### src/clas_pkg.sv
// Shared types and byte codes for the command line argument splitter.
// No dependencies; compile first.
`default_nettype none
package clas_pkg;

  localparam int unsigned PEND_W = 6;

  localparam logic [7:0] CH_BSLASH = 8'h5C;
  localparam logic [7:0] CH_DQUOTE = 8'h22;
  localparam logic [7:0] CH_SPACE  = 8'h20;
  localparam logic [7:0] CH_TAB    = 8'h09;

  // Parser state carried from byte to byte
  typedef struct packed {
    logic              in_word;
    logic              in_quotes;
    logic [PEND_W-1:0] pend;
  } parse_state_t;

  // What one input byte asks the emitter to send
  typedef struct packed {
    logic [PEND_W-1:0] bs_cnt;     // backslashes to send first
    logic              tail_en;    // one more result after them
    logic              tail_bv;    // byte_valid of that result
    logic [7:0]        tail_byte;
    logic              end_word;   // last result carries arg_end
  } emit_plan_t;

endpackage
`default_nettype wire

### src/clas_if.sv
// Valid/ready channel interfaces for the argument splitter.
// Depends on nothing; compile after clas_pkg.
`default_nettype none
interface clas_in_if;
  logic       valid;
  logic       ready;
  logic [7:0] ch;
  logic       line_end;
  modport source (output valid, ch, line_end, input ready);
  modport sink   (input valid, ch, line_end, output ready);
endinterface

interface clas_out_if;
  logic       valid;
  logic       ready;
  logic       byte_valid;
  logic [7:0] out_byte;
  logic       arg_end;
  logic       last_of_run;
  modport source (output valid, byte_valid, out_byte, arg_end, last_of_run, input ready);
  modport sink   (input valid, byte_valid, out_byte, arg_end, last_of_run, output ready);
endinterface
`default_nettype wire

### src/clas_decode.sv
// Byte classifier: turns one input byte and the parser state into an emit plan
// and the next parser state. Depends on clas_pkg.
`default_nettype none
module clas_decode import clas_pkg::*; #(
  parameter int unsigned MAX_BACKSLASH_RUN = 60
) (
  input  wire logic [7:0]   ch,
  input  wire logic         line_end,
  input  wire parse_state_t st,
  output emit_plan_t        plan,
  output parse_state_t      st_nxt
);

  localparam logic [PEND_W-1:0] MaxRun = PEND_W'(MAX_BACKSLASH_RUN);

  always_comb begin
    logic end_w;
    end_w  = 1'b0;
    st_nxt = st;
    plan   = '0;

    // Classify the byte
    if (ch == CH_BSLASH) begin
      st_nxt.in_word = 1'b1;
      if (st.pend < MaxRun) begin
        st_nxt.pend = st.pend + 1'b1;
      end
      if (line_end) begin
        plan.bs_cnt = st_nxt.pend;
      end
    end else if (ch == CH_DQUOTE) begin
      st_nxt.in_word = 1'b1;
      plan.bs_cnt    = st.pend >> 1;
      if (st.pend[0]) begin
        plan.tail_en   = 1'b1;
        plan.tail_bv   = 1'b1;
        plan.tail_byte = CH_DQUOTE;
      end else begin
        st_nxt.in_quotes = ~st.in_quotes;
      end
      st_nxt.pend = '0;
    end else if ((ch == CH_SPACE || ch == CH_TAB) && !st.in_quotes) begin
      if (st.in_word) begin
        plan.bs_cnt = st.pend;
        end_w       = 1'b1;
      end
      st_nxt.pend = '0;
    end else begin
      st_nxt.in_word = 1'b1;
      plan.bs_cnt    = st.pend;
      plan.tail_en   = 1'b1;
      plan.tail_bv   = 1'b1;
      plan.tail_byte = ch;
      st_nxt.pend    = '0;
    end

    if (line_end && st_nxt.in_word) begin
      end_w = 1'b1;
    end

    // Close the word; add an empty marker result when nothing carries the mark
    if (end_w) begin
      if (plan.bs_cnt == '0 && !plan.tail_en) begin
        plan.tail_en   = 1'b1;
        plan.tail_bv   = 1'b0;
        plan.tail_byte = '0;
      end
      st_nxt = '0;
    end
    plan.end_word = end_w;

    if (line_end) begin
      st_nxt = '0;
    end
  end

endmodule
`default_nettype wire

### src/command_line_argument_splitter_unit.sv
// Top level of the command line argument splitter: handshake, emit sequencer
// and output register. Depends on clas_pkg, clas_if and clas_decode.
//
// Takes a command line one byte per transfer and returns argument bytes with
// end-of-argument marks. The sequencer takes a byte while idle, then sends its
// results from the emit down-counter, one result per cycle while the output
// slot is free; a byte with no result leaves the sequencer idle. A held run
// of up to MAX_BACKSLASH_RUN backslashes is sent by that counter, one
// backslash a cycle while the slot is free. in_if.ready is high only
// while the sequencer is idle; the output register may still hold a result.
`default_nettype none
module command_line_argument_splitter_unit import clas_pkg::*; #(
  parameter int unsigned MAX_BACKSLASH_RUN = 60
) (
  input  wire logic   clk,
  input  wire logic   rst_n,
  clas_in_if.sink     in_if,
  clas_out_if.source  out_if
);

  typedef enum logic {S_IDLE, S_EMIT} seq_state_t;

  seq_state_t   state_r;
  parse_state_t pst_r;
  parse_state_t pst_nxt;
  emit_plan_t   plan;
  emit_plan_t   plan_r;

  logic       out_valid_r;
  logic       out_valid_nxt;
  logic       out_bv_r;
  logic [7:0] out_byte_r;
  logic       out_end_r;
  logic       out_last_r;

  logic in_xfer;
  logic slot_free;
  logic bs_left;
  logic last_now;

  clas_decode #(
    .MAX_BACKSLASH_RUN(MAX_BACKSLASH_RUN)
  ) u_decode (
    .ch       (in_if.ch),
    .line_end (in_if.line_end),
    .st       (pst_r),
    .plan     (plan),
    .st_nxt   (pst_nxt)
  );

  assign in_if.ready = (state_r == S_IDLE);
  assign in_xfer     = in_if.valid && in_if.ready;
  assign slot_free   = !out_valid_r || out_if.ready;
  assign bs_left     = (plan_r.bs_cnt != '0);
  assign last_now    = bs_left ? (plan_r.bs_cnt == PEND_W'(1) && !plan_r.tail_en) : 1'b1;

  // Load a new result when emitting into a free slot, otherwise drop the one just taken
  assign out_valid_nxt = (state_r == S_EMIT && slot_free) ? 1'b1
                                                          : (out_valid_r && !out_if.ready);

  // Sequencer, parser state and output register
  always_ff @(posedge clk) begin
    if (!rst_n) begin
      state_r     <= S_IDLE;
      pst_r       <= '0;
      out_valid_r <= 1'b0;
    end else begin
      out_valid_r <= out_valid_nxt;
      case (state_r)
        S_IDLE: begin
          if (in_xfer) begin
            pst_r  <= pst_nxt;
            plan_r <= plan;
            if (plan.bs_cnt != '0 || plan.tail_en) begin
              state_r <= S_EMIT;
            end
          end
        end
        S_EMIT: begin
          // Advance one result whenever the output slot frees up
          if (slot_free) begin
            out_last_r  <= last_now;
            out_end_r   <= last_now && plan_r.end_word;
            if (bs_left) begin
              out_bv_r      <= 1'b1;
              out_byte_r    <= CH_BSLASH;
              plan_r.bs_cnt <= plan_r.bs_cnt - 1'b1;
            end else begin
              out_bv_r   <= plan_r.tail_bv;
              out_byte_r <= plan_r.tail_byte;
            end
            if (last_now) begin
              state_r <= S_IDLE;
            end
          end
        end
        default: state_r <= S_IDLE;
      endcase
    end
  end

  assign out_if.valid       = out_valid_r;
  assign out_if.byte_valid  = out_bv_r;
  assign out_if.out_byte    = out_byte_r;
  assign out_if.arg_end     = out_end_r;
  assign out_if.last_of_run = out_last_r;

endmodule
`default_nettype wire

### src/flat_wrapper.sv
// flat-port wrapper written by rule: the top's interface ports become plain ports
module command_line_argument_splitter_unit_flat import clas_pkg::*;
#(
  parameter int unsigned MAX_BACKSLASH_RUN = 60
)
  (clk, rst_n, in_if_valid, in_if_ch, in_if_line_end, in_if_ready, out_if_valid, out_if_byte_valid, out_if_out_byte, out_if_arg_end, out_if_last_of_run, out_if_ready);
  clas_in_if in_if_i ();
  clas_out_if out_if_i ();
  input  wire logic clk;
  input  wire logic rst_n;
  input wire logic [$bits(in_if_i.valid)-1:0] in_if_valid;
  input wire logic [$bits(in_if_i.ch)-1:0] in_if_ch;
  input wire logic [$bits(in_if_i.line_end)-1:0] in_if_line_end;
  output wire logic [$bits(in_if_i.ready)-1:0] in_if_ready;
  output wire logic [$bits(out_if_i.valid)-1:0] out_if_valid;
  output wire logic [$bits(out_if_i.byte_valid)-1:0] out_if_byte_valid;
  output wire logic [$bits(out_if_i.out_byte)-1:0] out_if_out_byte;
  output wire logic [$bits(out_if_i.arg_end)-1:0] out_if_arg_end;
  output wire logic [$bits(out_if_i.last_of_run)-1:0] out_if_last_of_run;
  input wire logic [$bits(out_if_i.ready)-1:0] out_if_ready;
  assign in_if_i.valid = in_if_valid;
  assign in_if_i.ch = in_if_ch;
  assign in_if_i.line_end = in_if_line_end;
  assign in_if_ready = in_if_i.ready;
  assign out_if_valid = out_if_i.valid;
  assign out_if_byte_valid = out_if_i.byte_valid;
  assign out_if_out_byte = out_if_i.out_byte;
  assign out_if_arg_end = out_if_i.arg_end;
  assign out_if_last_of_run = out_if_i.last_of_run;
  assign out_if_i.ready = out_if_ready;
  command_line_argument_splitter_unit #(.MAX_BACKSLASH_RUN(MAX_BACKSLASH_RUN)) u_core (.clk(clk), .rst_n(rst_n), .in_if(in_if_i), .out_if(out_if_i));
endmodule
### config.mk
export PLATFORM = sky130hd
export DESIGN_NAME = command_line_argument_splitter_unit_flat
export DESIGN_NICKNAME = d
export VERILOG_FILES = /design/src/clas_pkg.sv /design/src/clas_if.sv /design/src/clas_decode.sv /design/src/command_line_argument_splitter_unit.sv /design/src/flat_wrapper.sv
export SDC_FILE = /design/constraint.sdc
export NUM_CORES = 1
export LEC_CHECK = 0
export BUFFER_PORTS_ARGS = -buffer_cell sky130_fd_sc_hd__buf_4
export CORE_MARGIN = 1
export CORE_UTILIZATION = 30
export DETAILED_ROUTE_END_ITERATION = 10
export PLACE_DENSITY = 0.57
export SLEW_MARGIN = 10
export SYNTH_ARGS = -nofsm -noshare
export SYNTH_HDL_FRONTEND = slang
export SYNTH_HIERARCHICAL = 1
export SYNTH_SLANG_ARGS = --single-unit
export TNS_END_PERCENT = 20
### constraint.sdc
create_clock -name clk -period 4.7 [get_ports clk]
set_input_delay 0.94 -clock clk [delete_from_list [all_inputs] [get_ports clk]]
set_output_delay 0.94 -clock clk [all_outputs]
set_load 0.02 [all_outputs]
==> flow_summary_export.csv <==
group,metric,value,unit
setup_path,cp_max_fo,4,
detailed_routing,drt_iter0_markers,133,
clock_tree,cts_setup_buffers,0,
setup_path,path_cells,"buf_4 -> or4_4 -> or2_1 -> or3_1 -> o211ai_2 -> nor4_2 -> a21o_1 -> or4_1 -> nor4_1 -> o22ai_1",
grt,globalRouteOverflowTotal,0,
detailed_routing,drc_errors,0,
clock_tree,clock_latency,290,ps
floorplan,std_cell_rows,30,
logic_synthesis,synth_flop_cell,"edfxtp_1",
floorplan,die_area,0.00775,mm2
logic_synthesis,synthTopCellsByArea,"edfxtp_1 (38%), dfxtp_1 (9.0%), nand2_1 (5.2%), a21boi_0 (2.7%), ha_1 (2.3%)",
setup_path,reg2regPathDepth,9,
detailed_routing,drt-pass1-iter-count,4,
logic_synthesis,synth.most_common_cell,"nand2_1",
sta,tns,0,ps
logic_synthesis,yosys_register_bits,38,
grt,use_met3,2.45,%
pwr,pwr-share-clk,40.6,%
setup_path,critical_path.startpoint_type,"input pin",
outcome,status,"finished clean",
setup_path,worst-path-buf-inv,1,
detailed_routing,post_drt_wl_per_cell,13.4,um
placement,dpl_cell_area,0.00248,mm2
cells_and_area,multi_input_area,0.00110,mm2
placement,pre_cts_slack,1310,ps
floorplan,ios,26,
sta,worst_pin_slew,921,ps
cells_and_area,drive_above_1_share,19.9,%
setup_path,rr_endpoint,"u_core/state_r",
logic_synthesis,synth.distinct_cells,63,
logic_synthesis,yosysWarnings,6,
pwr,p_leak,0.915,nW
setup_path,reg2reg_from,"u_core/pst_r[2]",
sta,fin_crit,3120,ps
floorplan,initial_utilization,31.8,%
sta,slew_violations,0,
pwr,combinationalPowerShare,11.0,%
clock_tree,root_buffer,"clkbuf_8",
detailed_routing,viasPerCell,4.96,
sta,setup_viol,0,
setup_path,endpoint_kind,"register",
detailed_routing,num_vias,1698,
logic_synthesis,synthTopCellsByCount,"nand2_1 (31), edfxtp_1 (28), nor2_1 (12)",
setup_path,slowest_delay,550,ps
sta,setup_slack,1580,ps
sta,fmax,0.321,GHz
logic_synthesis,ys_seq_area_share,46.9,%
sta,relSlewSlack,38.5,%
pwr,intPower,626,uW
grt,use_met2,20.2,%
placement,place_congestion,0.865,
cells_and_area,fill_cells,736,
worst_hold_path,worstHoldStart,"u_core/plan_r[5]",
run,max_cap_violations,0,
floorplan,core,0.00698,mm2
sta,finalClockSkew,8.17,ps
cells_and_area,synthToLayoutAreaGrowth,17.8,%
grt,grt-busiest-layer,"met2",
logic_synthesis,async_flop_share,0,%
clock_tree,clk_pin_slew,80,ps
floorplan,dieHeight,88.0,um
clock_tree,clk_path_buf_depth,2,
clock_tree,clock_sinks,38,
pwr,ir_worst_vdd,98.7,uV
cells_and_area,diodes,0,
logic_synthesis,synth_edf_count,28,
floorplan,die_w,88.0,um
cells_and_area,fin_util,37.5,%
pwr,total_power,808,uW
grt,grt_usage,13.1,%
pwr,p_switching,181,uW
setup_path,path_depth,10,
detailed_routing,ant_nets,0,
clock_tree,numCtsBuffers,5,
pwr,switching_share,22.5,%
sta,finalCritPeriodShare,66.4,%
setup_path,cp.required,4880,ps
grt,antenna_found_initial,0,
placement,hpwlAfterDp,3.36,mm
sta,final-hold-violation-count,0,
placement,port-buffer-count,25,
pwr,seq_power_share,48.5,%
logic_synthesis,yosys.area.top_type,"edfxtp_1",
cells_and_area,design_area,0.00262,mm2
sta,rsz0062_at_grt,"false",
cells_and_area,regArea,0.00104,mm2
clock_tree,cts-resized-gates,0,
grt,grt_max_degree,14,
logic_synthesis,syn_avg_cell_area,9.91,um2
logic_synthesis,synth_top_area_share,37.9,%
logic_synthesis,syn_area,0.00222,mm2
setup_path,slowest_stage,"or4_4",
grt,grt_use_met1,18.1,%
grt,grt_pass1_wl,7.87,mm
setup_path,worstSetupPathType,"input pin to register",
clock_tree,cts_htree_levels,2,
worst_hold_path,whs_path_depth,1,
setup_path,crit_arrival,3300,ps
setup_path,rrSetupSlack,2130,ps
clock_tree,cts_tree,"yes",
worst_hold_path,whs_endpoint,"u_core/out_if.out_byte[4]",
pwr,power_density,309,mW/mm2
setup_path,crit_family,"simple AND/OR/NAND/NOR gates",
logic_synthesis,synthCells,224,
clock_tree,hold_buffers,0,
worst_hold_path,hold_class,"register to register",
grt,grt_pass1_vias,1602,
detailed_routing,routed_wl,4.58,mm
logic_synthesis,synthesis.nets,241,
cells_and_area,fin_nets,262,
-- metrics by stage --
stage,cells,hold WS (ps)
after floorplan,224,440
after global placement,334,479
after detailed placement,334,490
after CTS,342,508
after global routing,342,528
final,342,505
-- metal layers --
metal | up-vias | part of all wire, % | routed length (um)
li1 | 861 | - | -
met1 | 794 | 49 | 2230
met2 | 38 | 46 | 2120
met3 | 5 | 3.6 | 164
met4 | 0 | 1.4 | 62
met5 | - | 0 | 0
-- layout by cell type (no fill, tap or decap), types with 2 or more instances in the layout --
cell and count:
nand2_1 31, edfxtp_1 28, buf_4 25, nor2_1 12, nand3_1 10, dfxtp_1 10, o21ai_0 8, inv_1 8
nor3_1 8, a21boi_0 8, and2_1 7, or2_1 6, clkbuf_8 5, xnor2_1 5, a21oi_1 5, and3_2 4
ha_1 4, nor3b_1 3, nor2b_1 3, o22ai_1 3, mux2i_1 3, bufinv_16 2, clkinv_1 2, nand2b_1 2
a211o_1 2, nor4_1 2, nand3b_1 2, a21o_1 2
-- registers in the layout, summed over array words and instances (netlist names) --
signal / flops
u_core/out_if.arg_end: 1
u_core/out_if.byte_valid: 1
u_core/out_if.last_of_run: 1
u_core/out_if.out_byte: 8
u_core/out_if.valid: 1
u_core/plan_r: 17
u_core/pst_r: 8
u_core/state_r: 1
-- logic make-up (layout without fill, tap and decap cells) --
group,count (synthesis),in the layout,share of synthesized area [%]
AO/OA/AOI/OAI,47,47,16.5
XOR/XNOR,6,6,2.37
adder cells (fa/ha/maj),4,4,2.25
buffers and inverters,20,42,3.55
flip-flops,38,38,46.9
multiplexers,3,3,1.35
AND/OR/NAND/NOR,106,106,27.1
-- how the worst max path moves through the flow --
| stage | startpoint | endpoint | slack (ps) |
|---|---|---|---|
| 2_1_floorplan | in_if_ch[2] | u_core/state_r | 1560 |
| 3_3_place_gp | in_if_ch[2] | u_core/state_r | 1320 |
| 3_5_place_dp | in_if_ch[2] | u_core/state_r | 1310 |
| 4_1_cts | in_if_ch[2] | u_core/state_r | 1620 |
| 5_1_grt | in_if_ch[2] | u_core/state_r | 1500 |
| 6_report | in_if_ch[2] | u_core/state_r | 1580 |
-- cell type report --
type,instances,area share [%]
Multi-Input combinational cell,166,42.1
Sequential cell,38,39.8
Timing Repair Buffer,25,7.18
Tap cell,96,4.59
Clock buffer,5,2.63
Clock inverter,3,2.44
Inverter,9,1.29
-- power by group through the flow --
stage | clock network, mW | registers [mW] | logic (mW)
final | 0.328 | 0.391 | 0.0886
after global routing | 0.349 | 0.394 | 0.0983
after CTS | 0.337 | 0.391 | 0.0896
after detailed placement | 0 | 0.399 | 0.0892
after global placement | 0 | 0.399 | 0.0884
after floorplan | 0 | 0.402 | 0.0521
Note: power is estimated with default switching activity, not from simulation.
